**src/rtl/clrd_pkg.sv**
```systemverilog
`default_nettype none
// ---------------------------------------------------------------------------
// clrd_pkg
// shared types and constants for the compressed log record decoder
// ---------------------------------------------------------------------------
package clrd_pkg;

    // largest argument count a header may carry (1 to 7)
    localparam int MAX_ARGS  = 4;
    // argument words that are kept and reported
    localparam int ARG_SLOTS = 4;

    typedef enum logic [3:0] {
        PH_HEADER = 4'b0001,
        PH_ID     = 4'b0010,
        PH_DELTA  = 4'b0100,
        PH_ARGS   = 4'b1000
    } phase_t;

    typedef logic [ARG_SLOTS-1:0][31:0] arg_words_t;

    typedef struct packed {
        logic [31:0] format_id;
        logic [63:0] delta_cycles;
        logic [63:0] total_cycles;
        arg_words_t  arg_words;
        logic [2:0]  arg_count;
        logic        header_error;
    } rec_t;

endpackage
`default_nettype wire

```
**src/rtl/clrd_parser.sv**
```systemverilog
`default_nettype none
// ---------------------------------------------------------------------------
// clrd_parser
// byte parser: assembles header, format id, delta and argument words and
// produces a record when a record's last byte or a bad-count header arrives
// ---------------------------------------------------------------------------
module clrd_parser (
    input  wire logic          clk,
    input  wire logic          rst_n,
    input  wire logic          byte_fire,
    input  wire logic [7:0]    log_byte,
    output logic               rec_fire,
    output clrd_pkg::rec_t     rec_data
);

    clrd_pkg::phase_t     phase_reg, phase_next;
    logic [4:0]           bytes_left_reg, bytes_left_next;
    logic [7:0]           header_reg, header_next;
    logic [31:0]          id_reg, id_next;
    logic [63:0]          delta_reg, delta_next;
    clrd_pkg::arg_words_t args_reg, args_next;
    logic [63:0]          total_reg, total_next;

    logic [2:0] n_hdr;
    logic [4:0] len;
    logic [4:0] pos;
    logic       finish;

    assign n_hdr = header_reg[7:5];

    always_comb
    begin
        phase_next      = phase_reg;
        bytes_left_next = bytes_left_reg;
        header_next     = header_reg;
        id_next         = id_reg;
        delta_next      = delta_reg;
        args_next       = args_reg;
        total_next      = total_reg;
        rec_fire        = 1'b0;
        rec_data        = '0;
        finish          = 1'b0;
        len             = '0;
        pos             = '0;

        if (byte_fire)
        begin
            case (phase_reg)
                clrd_pkg::PH_HEADER:
                begin
                    header_next = log_byte;
                    id_next     = '0;
                    delta_next  = '0;
                    args_next   = '0;
                    if (log_byte[7:5] > 3'(clrd_pkg::MAX_ARGS))
                    begin
                        // bad count: report at once and wait for a new header
                        rec_fire              = 1'b1;
                        rec_data.total_cycles = total_reg;
                        rec_data.arg_count    = log_byte[7:5];
                        rec_data.header_error = 1'b1;
                        phase_next            = clrd_pkg::PH_HEADER;
                        bytes_left_next       = '0;
                    end
                    else
                    begin
                        phase_next      = clrd_pkg::PH_ID;
                        bytes_left_next = {3'b000, log_byte[1:0]} + 5'd1;
                    end
                end

                clrd_pkg::PH_ID:
                begin
                    len = {3'b000, header_reg[1:0]} + 5'd1;
                    pos = len - bytes_left_reg;
                    for (int i = 0; i < 4; i++)
                    begin
                        if (pos[1:0] == 2'(i))
                            id_next[8*i +: 8] = id_reg[8*i +: 8] | log_byte;
                    end
                    bytes_left_next = bytes_left_reg - 5'd1;
                    if (bytes_left_reg == 5'd1)
                    begin
                        phase_next      = clrd_pkg::PH_DELTA;
                        bytes_left_next = {2'b00, header_reg[4:2]} + 5'd1;
                    end
                end

                clrd_pkg::PH_DELTA:
                begin
                    len = {2'b00, header_reg[4:2]} + 5'd1;
                    pos = len - bytes_left_reg;
                    for (int i = 0; i < 8; i++)
                    begin
                        if (pos[2:0] == 3'(i))
                            delta_next[8*i +: 8] = delta_reg[8*i +: 8] | log_byte;
                    end
                    bytes_left_next = bytes_left_reg - 5'd1;
                    if (bytes_left_reg == 5'd1)
                    begin
                        if (n_hdr == 3'd0)
                            finish = 1'b1;
                        else
                        begin
                            phase_next      = clrd_pkg::PH_ARGS;
                            bytes_left_next = {n_hdr, 2'b00};
                        end
                    end
                end

                clrd_pkg::PH_ARGS:
                begin
                    len = {n_hdr, 2'b00};
                    pos = len - bytes_left_reg;
                    // words past the kept slots are consumed and dropped
                    for (int i = 0; i < clrd_pkg::ARG_SLOTS; i++)
                    begin
                        for (int j = 0; j < 4; j++)
                        begin
                            if (pos[4:2] == 3'(i) && pos[1:0] == 2'(j))
                                args_next[i][8*j +: 8] = args_reg[i][8*j +: 8] | log_byte;
                        end
                    end
                    bytes_left_next = bytes_left_reg - 5'd1;
                    if (bytes_left_reg == 5'd1)
                        finish = 1'b1;
                end

                default:
                begin
                    phase_next      = clrd_pkg::PH_HEADER;
                    bytes_left_next = '0;
                end
            endcase

            if (finish)
            begin
                total_next            = total_reg + delta_next;
                rec_fire              = 1'b1;
                rec_data.format_id    = id_next;
                rec_data.delta_cycles = delta_next;
                rec_data.total_cycles = total_next;
                rec_data.arg_words    = args_next;
                rec_data.arg_count    = n_hdr;
                rec_data.header_error = 1'b0;
                phase_next            = clrd_pkg::PH_HEADER;
                bytes_left_next       = '0;
            end
        end
    end

    always_ff @(posedge clk or negedge rst_n)
    begin
        if (!rst_n)
        begin
            phase_reg      <= clrd_pkg::PH_HEADER;
            bytes_left_reg <= '0;
            header_reg     <= '0;
            id_reg         <= '0;
            delta_reg      <= '0;
            args_reg       <= '0;
            total_reg      <= '0;
        end
        else
        begin
            phase_reg      <= phase_next;
            bytes_left_reg <= bytes_left_next;
            header_reg     <= header_next;
            id_reg         <= id_next;
            delta_reg      <= delta_next;
            args_reg       <= args_next;
            total_reg      <= total_next;
        end
    end

endmodule
`default_nettype wire

```
**src/rtl/clrd_out_buf.sv**
```systemverilog
`default_nettype none
// ---------------------------------------------------------------------------
// clrd_out_buf
// result register with a skid stage so the byte side keeps flowing while a
// finished record waits to be taken
// ---------------------------------------------------------------------------
module clrd_out_buf (
    input  wire logic           clk,
    input  wire logic           rst_n,
    input  wire logic           push,
    input  wire clrd_pkg::rec_t push_rec,
    output logic                full,
    output logic                rec_valid,
    input  wire logic           rec_stall,
    output clrd_pkg::rec_t      rec_out
);

    logic           main_valid_reg, main_valid_next;
    logic           skid_valid_reg, skid_valid_next;
    clrd_pkg::rec_t main_reg, main_next;
    clrd_pkg::rec_t skid_reg, skid_next;
    logic           pop;

    assign pop       = main_valid_reg && !rec_stall;
    assign full      = skid_valid_reg;
    assign rec_valid = main_valid_reg;
    assign rec_out   = main_reg;

    // push only arrives while the skid stage is empty
    always_comb
    begin
        main_valid_next = main_valid_reg;
        skid_valid_next = skid_valid_reg;
        main_next       = main_reg;
        skid_next       = skid_reg;
        if (pop)
        begin
            if (skid_valid_reg)
            begin
                main_next       = skid_reg;
                skid_valid_next = 1'b0;
            end
            else if (push)
                main_next = push_rec;
            else
                main_valid_next = 1'b0;
        end
        else if (push)
        begin
            if (!main_valid_reg)
            begin
                main_next       = push_rec;
                main_valid_next = 1'b1;
            end
            else
            begin
                skid_next       = push_rec;
                skid_valid_next = 1'b1;
            end
        end
    end

    always_ff @(posedge clk or negedge rst_n)
    begin
        if (!rst_n)
        begin
            main_valid_reg <= 1'b0;
            skid_valid_reg <= 1'b0;
        end
        else
        begin
            main_valid_reg <= main_valid_next;
            skid_valid_reg <= skid_valid_next;
        end
    end

    always_ff @(posedge clk)
    begin
        main_reg <= main_next;
        skid_reg <= skid_next;
    end

endmodule
`default_nettype wire

```
**src/rtl/compressed_log_record_decoder_core.sv**
```systemverilog
`default_nettype none
// ---------------------------------------------------------------------------
// compressed_log_record_decoder_core
// decodes a compressed trace log, one byte per transaction, into records
// ---------------------------------------------------------------------------
// The block takes one log byte every cycle and never stalls the byte side
// unless two decoded records are waiting on the record side. A record is
// registered in the output buffer when its last byte is taken (when the
// header byte is taken if the header asks for more than four arguments,
// with header_error set). The parser takes in each byte as it arrives, and
// adds the 64-bit running total in the same cycle as a record's last byte.
// ---------------------------------------------------------------------------
module compressed_log_record_decoder_core (
    input  wire logic        clk,
    input  wire logic        rst_n,
    input  wire logic        log_valid,
    output logic             log_stall,
    input  wire logic [7:0]  log_byte,
    output logic             rec_valid,
    input  wire logic        rec_stall,
    output logic [31:0]      format_id,
    output logic [63:0]      delta_cycles,
    output logic [63:0]      total_cycles,
    output logic [31:0]      arg_zero,
    output logic [31:0]      arg_one,
    output logic [31:0]      arg_two,
    output logic [31:0]      arg_three,
    output logic [2:0]       arg_count,
    output logic             header_error
);

    logic           byte_fire;
    logic           rec_fire;
    logic           buf_full;
    clrd_pkg::rec_t rec_data;
    clrd_pkg::rec_t rec_out;

    assign log_stall = buf_full;
    assign byte_fire = log_valid && !buf_full;

    clrd_parser u_parser (
        .clk       (clk),
        .rst_n     (rst_n),
        .byte_fire (byte_fire),
        .log_byte  (log_byte),
        .rec_fire  (rec_fire),
        .rec_data  (rec_data)
    );

    clrd_out_buf u_out_buf (
        .clk       (clk),
        .rst_n     (rst_n),
        .push      (rec_fire),
        .push_rec  (rec_data),
        .full      (buf_full),
        .rec_valid (rec_valid),
        .rec_stall (rec_stall),
        .rec_out   (rec_out)
    );

    assign format_id    = rec_out.format_id;
    assign delta_cycles = rec_out.delta_cycles;
    assign total_cycles = rec_out.total_cycles;
    assign arg_zero     = rec_out.arg_words[0];
    assign arg_one      = rec_out.arg_words[1];
    assign arg_two      = rec_out.arg_words[2];
    assign arg_three    = rec_out.arg_words[3];
    assign arg_count    = rec_out.arg_count;
    assign header_error = rec_out.header_error;

endmodule
`default_nettype wire

```
**config.mk**
```make
export PLATFORM = sky130hd
export DESIGN_NAME = compressed_log_record_decoder_core
export DESIGN_NICKNAME = d
export VERILOG_FILES = /design/src/rtl/clrd_pkg.sv /design/src/rtl/clrd_parser.sv /design/src/rtl/clrd_out_buf.sv /design/src/rtl/compressed_log_record_decoder_core.sv
export SDC_FILE = /design/constraint.sdc
export NUM_CORES = 1
export LEC_CHECK = 0
export BUFFER_PORTS_ARGS = -buffer_cell sky130_fd_sc_hd__buf_2
export CAP_MARGIN = 15
export CORE_MARGIN = 4
export CORE_UTILIZATION = 40
export DETAILED_ROUTE_END_ITERATION = 16
export SYNTH_ARGS = -nofsm -noshare
export SYNTH_HDL_FRONTEND = slang
export SYNTH_SLANG_ARGS = --single-unit
```
**constraint.sdc**
```tcl
create_clock -name clk -period 67.3 [get_ports clk]
set_input_delay 3.365 -clock clk [delete_from_list [all_inputs] [get_ports clk]]
set_output_delay 3.365 -clock clk [all_outputs]
set_load 0.005 [all_outputs]
```
# Word level (Yosys, flattened, before mapping)
# Index checks and enable logic that the tools add are counted.
dict set report totals {
  regBits 891
  inputBits 12
  out_inout_bits 294
  mem_bits_ro 0
  memories 0
  latchBits 0
  ramBits 0
  wordCells 202
}
dict set report op_classes {
  div_mod_pow 0
  muxes 71
  n_eq_ne 28
  n_mul 0
  n_addsub 8
  bitwise 29
  n_shift 0
  n_lt_le_gt_ge 1
  n_reduce_logical 35
}
# operator count
set op_table {}
lappend op_table {{292-bit 2-to-1 mux} 7}
lappend op_table {{128-bit case mux with 2 select lines} 1}
lappend op_table {{8-bit 2-to-1 mux} 28}
lappend op_table {{8-bit OR} 28}
lappend op_table {{64-bit 2-to-1 mux} 3}
lappend op_table {{64-bit case mux with 2 select lines} 1}
lappend op_table {{64-bit adder} 1}
lappend op_table {{32-bit case mux with 2 select lines} 1}
lappend op_table {{5-bit 2-to-1 mux} 5}
lappend op_table {{4-bit 2-to-1 mux} 6}
lappend op_table {{5-bit case mux with 4 select lines} 1}
lappend op_table {{1-bit logical AND} 18}
lappend op_table {{4-bit case mux with 4 select lines} 1}
lappend op_table {{1-bit 2-to-1 mux} 15}
lappend op_table {{3-bit by 2-bit == test with 1-bit output (second input constant)} 4}
lappend op_table {{3-bit == test (second input constant)} 4}
lappend op_table {{3-bit logical NOT} 3}
lappend op_table {{3-bit AND reduction} 3}
lappend op_table {{2-bit == test (second input constant)} 4}
lappend op_table {{3-bit by 1-bit == test with 1-bit output (second input constant)} 2}
lappend op_table {{2-bit != test (second input constant)} 3}
lappend op_table {{3-bit by 1-bit != test with 1-bit output (second input constant)} 2}
lappend op_table {{2-bit AND reduction} 3}
lappend op_table {{2-bit nonzero test} 3}
lappend op_table {{other kinds (22)} 25}

# Logic depth before layout (Yosys ltp)
dict set report logic_depth {
  word_depth 12
  ltp_mapped 20
  mapped_depth_nobuf 19
}

# Modules after synthesis
# A second synthesis with hierarchy kept.
dict set report unflattened {
  cells_unflattened 3375
  hier_area_um2 40923.0
}
# mod cells_each instances area_each_um2
set modules_own_cells {}
lappend modules_own_cells {clrd_out_buf 919 1 21281.7}
lappend modules_own_cells {clrd_parser 2455 1 19627.6}
lappend modules_own_cells {compressed_log_record_decoder_core 1 1 13.8}

# Least setup slack after synthesis
# OpenSTA, ideal clock, no wires.
dict set report synth_timing {
  kind {input to register}
  start {in log_byte[6]}
  end {reg u_out_buf.main_reg (netlist bit u_out_buf.rec_out[0]) (enable)}
  arrival_time_ns 25.155
  slack_ns 40.756
  stages 5
  required_ns 65.911
  setup_ns 1.389
  path_buffers 1
  cell_sequence {clkbuf_1 > o21ai_0 > nor2_1 > o21ai_0 > a21boi_0}
}
dict set report synth_via {
  elab_chain_cells 7
}
# item line
set synth_lines {}
lappend synth_lines {{from (decl)} compressed_log_record_decoder_core.sv:18} ;# input wire logic [7:0] log_byte,
lappend synth_lines {{3-bit > comparator (*)} clrd_parser.sv:55} ;# if (log_byte[7:5] > 3'(clrd_pkg::MAX_ARGS))
lappend synth_lines {{1-bit 2-to-1 mux (*)} clrd_parser.sv:55}
lappend synth_lines {{1-bit 2-to-1 mux (*)} clrd_parser.sv:48} ;# case (phase_reg)
lappend synth_lines {{1-bit 2-to-1 mux (*)} clrd_parser.sv:136} ;# if (finish)
lappend synth_lines {{1-bit 2-to-1 mux (*)} clrd_parser.sv:46} ;# if (byte_fire)
lappend synth_lines {{2-bit nonzero test (no line)} --}
lappend synth_lines {{3-bit AND reduction (no line) (*)} --}
lappend synth_lines {{to (signal assigned)} clrd_out_buf.sv:79} ;# main_reg <= main_next;
lappend synth_lines {{to (decl)} clrd_out_buf.sv:20} ;# clrd_pkg::rec_t main_reg, main_next;
# Mark *: on every way between the ends. The rest lies on a longest branch, timed or not.
# A chain may end at the register's enable or synchronous reset.

# Worst setup path in the final report
dict set report layout_timing {
  start {in log_byte[5]}
  end {reg u_out_buf.skid_reg[170] in the netlist's numbering (enable)}
}
dict set report layout_via {
  elab_chain_cells 6
}
# item line
set layout_lines {}
lappend layout_lines {{3-bit > comparator} clrd_parser.sv:55}
lappend layout_lines {{1-bit 2-to-1 mux} clrd_parser.sv:55}
lappend layout_lines {{1-bit 2-to-1 mux} clrd_parser.sv:48}
lappend layout_lines {{1-bit 2-to-1 mux} clrd_parser.sv:136}
lappend layout_lines {{1-bit 2-to-1 mux} clrd_parser.sv:46}
lappend layout_lines {{3-bit AND reduction (no line)} --}
lappend layout_lines {{to (signal assigned)} clrd_out_buf.sv:80} ;# skid_reg <= skid_next;
lappend layout_lines {{to (decl)} clrd_out_buf.sv:21} ;# clrd_pkg::rec_t skid_reg, skid_next;
# No other way between the ends.

==> impl_metrics.py <==
metrics = {
    "hold_path": {
        "hold_path.class": "reg -> reg",
    },
    "sta": {
        "final-max-slew-violation-count": 0,
        "hold_violations": 0,
        "min_period_ns": 7.47,
        "max_freq_mhz": 134,
        "max_slew_margin_pct": 22.3,
        "setup_viol": 0,
        "tightestPinTransition_ns": 1.16,
        "rsz0062_at_grt": "false",
        "fin_tns_setup_ns": 0,
        "finalCritPeriodShare_pct": 11.1,
        "skew_ns": 0.0345,
    },
    "grt": {
        "grt_pass1_wl_mm": 169,
        "grtUsageMet3_pct": 4.05,
        "grt_remaining_overflow": 0,
        "grt_max_degree": 100,
        "antenna_found_initial": 9,
        "grt_use_met2_pct": 31.4,
        "grt_pass1_vias": 26900,
        "busiest_layer": "met2",
        "grt_use_met1_pct": 31.3,
        "grt_usage_pct": 20.9,
    },
    "clock_network": {
        "cts_max_path_buffers": 3,
        "cts_max_level": 3,
        "cts_setup_buffers": 0,
        "numCtsBuffers": 93,
        "cts_root_buffer": "clkbuf_16",
        "path_clk_slew_ns": 0.06,
        "insertion_delay_ns": 0.68,
        "cts_resized": 0,
        "ctsHoldBuffers": 0,
        "cts_tree": "yes",
        "cts_sinks": 891,
    },
    "place": {
        "io_buffers": 305,
        "post-dp-hpwl_mm": 72.9,
        "placed_area_mm2": 0.0422,
        "globalplace.congestion": 0.909,
    },
    "drt": {
        "first_pass_iters": 6,
        "post_drt_wl_per_cell_um": 22.6,
        "vias": 28000,
        "route.detailed.drc": 0,
        "drt_iter0_drc": 2921,
        "drt_wl_total_mm": 112,
        "post_drt_via_cell_ratio": 5.66,
        "ant_nets": 0,
    },
    "critical_path": {
        "path_buf_inv": 3,
        "cp_slowest_cell": "buf_4",
        "slowest_delay_ns": 0.98,
        "critPathCaptureType": "flop",
        "cp_top_family": "buffers and inverters",
        "crit_chain": "buf_2 -> o21ai_0 -> nor2_1 -> o21ai_0 -> nor2_4 -> buf_4 -> buf_4",
        "crit_path_start_kind": "primary input",
        "critPathRequiredTime_ns": 67.59,
        "crit_arrival_ns": 7.75,
        "crit_type": "in -> reg",
        "critPathMaxFanout": 79,
    },
    "die": {
        "rows": 115,
        "top_level_ports": 306,
        "die_x_um": 323,
        "dieArea_mm2": 0.104,
        "start_util_pct": 40.3,
        "core_area_mm2": 0.0984,
        "die_y_um": 323,
    },
    "layout": {
        "final_nets": 3665,
        "drive_above_1_share_pct": 14.8,
        "finalInstanceArea_mm2": 0.0454,
        "synthToLayoutAreaGrowth_pct": 14.6,
    },
    "synthesis": {
        "synth_ff_type": "edfxtp_1",
        "syn_nets": 3447,
        "netlist_area_mm2": 0.0396,
        "synth.distinct_cells": 82,
        "yosysWarnings": 0,
        "ys_seq_area_share_pct": 63.6,
        "avgSynthCellArea_um2": 11.8,
        "synth_edf_count": 584,
        "async_flop_share_pct": 34.5,
        "synth_seq_cells": 891,
        "synthCells": 3358,
    },
    "flow_run": {
        "max_cap_viol_count": 0,
    },
    "power": {
        "power_density_mw_per_mm2": 33.5,
        "power_leakage_nw": 19.9,
        "ir_drop_uv": 25.5,
    },
    "status": {
        "run_status": "finished clean",
    },
}
==> metrics by stage <==
stage | util, % | instances | setup slack, ns | hold WS [ns] | power [mW]
floorplan | - | 3358 | 40.76 | 0.450 | 0.908
detailed placement | 42.9 | 4768 | 59.14 | 0.470 | 0.989
global route | 46.1 | 4943 | 59.47 | 0.500 | 1.59
CTS | 46.1 | 4943 | 59.82 | 0.483 | 1.53
finish | 46.2 | 4947 | 59.83 | 0.482 | 1.52
global placement | 42.9 | 4768 | 59.25 | 0.461 | 0.987
==> cell usage after synthesis, types with 6 or more instances <==
cell type	number	share of area (%)
a21oi_1	98	1.2
o21ai_0	283	3.6
nor3_1	21	0.27
o211ai_1	11	0.21
a21boi_0	6	0.11
inv_1	32	0.30
nand4_1	22	0.35
dfrtp_1	306	19
clkbuf_2	6	0.076
xnor2_1	41	0.91
o31ai_1	6	0.11
buf_1	16	0.15
clkbuf_1	160	1.5
a22oi_1	162	3.1
edfxtp_1	584	44
nor4_1	6	0.095
nor2b_1	13	0.21
a22o_1	83	1.8
a221o_1	25	0.63
nor2_1	279	2.6
and2_1	80	1.3
a31oi_1	10	0.16
mux2_2	18	0.51
ha_1	75	2.4
mux2i_1	8	0.20
a21o_1	304	5.8
nand2b_1	13	0.21
o22ai_1	7	0.11
buf_2	24	0.30
o21bai_1	15	0.28
a211oi_1	6	0.11
nand2_1	481	4.6
xor2_1	25	0.55
o21a_1	6	0.11
nand3_1	46	0.58
==> where the power goes <==
part           internal (mW)  switching [mW]
Clock                  0.318           0.223
Sequential             0.636          0.0290
Combinational         0.0836           0.233
Total                   1.04           0.486
==> worst paths after layout <==
kind,startpoint,end,slack [ns],cells after the start
hold reg to reg,u_parser.delta_reg[23],u_parser.delta_reg[23],0.48,2
hold / removal,u_parser.delta_reg[23],u_parser.delta_reg[23],0.48,2
setup reg to reg,u_parser.header_reg[2],u_out_buf.rec_out[174],61.46,17
max in group asynchronous,rst_n,u_parser.args_reg[41],62.18,3
min in group asynchronous,rst_n,u_parser.total_reg[42],2.72,1
setup / recovery,log_byte[5],u_out_buf.skid_reg[170],59.83,7
==> placed cells by master (no fill, tap or decap), drive strengths merged, types with 6 or more instances in the layout <==
master and n:
ha 75, clkbuf 125, nand4 22, o211ai 12, o21bai 15, nand3 47
clkinv 32, a211oi 8, buf 338, dfrtp 306, a21o 307, a21oi 101
and3 6, bufinv 12, a22oi 162, edfxtp 584, o21ai 287, xor2 25
and2 81, mux2 18, nor4 8, nor2b 13, xnor2 41, nand2 481
nor3 23, a21boi 7, a22o 83, nand2b 13, a31oi 11, nor2 281
o21a 6, a221o 25, mux2i 8, o31ai 8, inv 35, o22ai 7
==> layer usage <==
layer	wire length, µm	up-vias	part of all wire, %
met5	0	-	0
met4	2400	0	2.1
met2	49700	965	44
met1	51700	14100	46
met3	8020	151	7.2
li1	-	12700	-
==> worst register-to-register path, stage by stage (launching register included) <==
cell and delay, ns:
dfrtp_1 0.44, ha_1 0.30, inv_1 0.06, fa_1 0.37, xnor2_1 0.27, xor2_1 0.29
nand2_1 0.39, o21ai_0 0.60, ha_1 0.42, a21oi_1 0.28, o21ai_0 0.20, a211oi_1 0.46
o21ai_0 0.29, nor2_1 0.44, o21ai_0 0.22, xnor2_1 0.19, nor2_1 0.09, a221o_1 0.28
==> cell families (layout without fill, tap and decap cells) <==
group,count (synthesis),count (layout),share of synthesized area (%)
AO/OA/AOI/OAI,1056,1056,18.2
XOR/XNOR,66,66,1.46
adder cells (fa/ha/maj),77,77,2.47
buffers and inverters,247,545,2.61
flip-flops,891,891,63.6
multiplexers,26,26,0.713
other,0,4,0
AND/OR/NAND/NOR,995,995,10.9
==> area by class of cell <==
type                       instances  area (µm²)
fill                            9112       53000
sequential                       891       25200
multi-input combinational       2220       13500
clock buffer                     125        2590
timing repair buffer             338        1780
tap                             1287        1610
clock inverter                    50         627
inverter                          32         120
antenna                            4        10.0
Power figures use the tool's default switching activity.
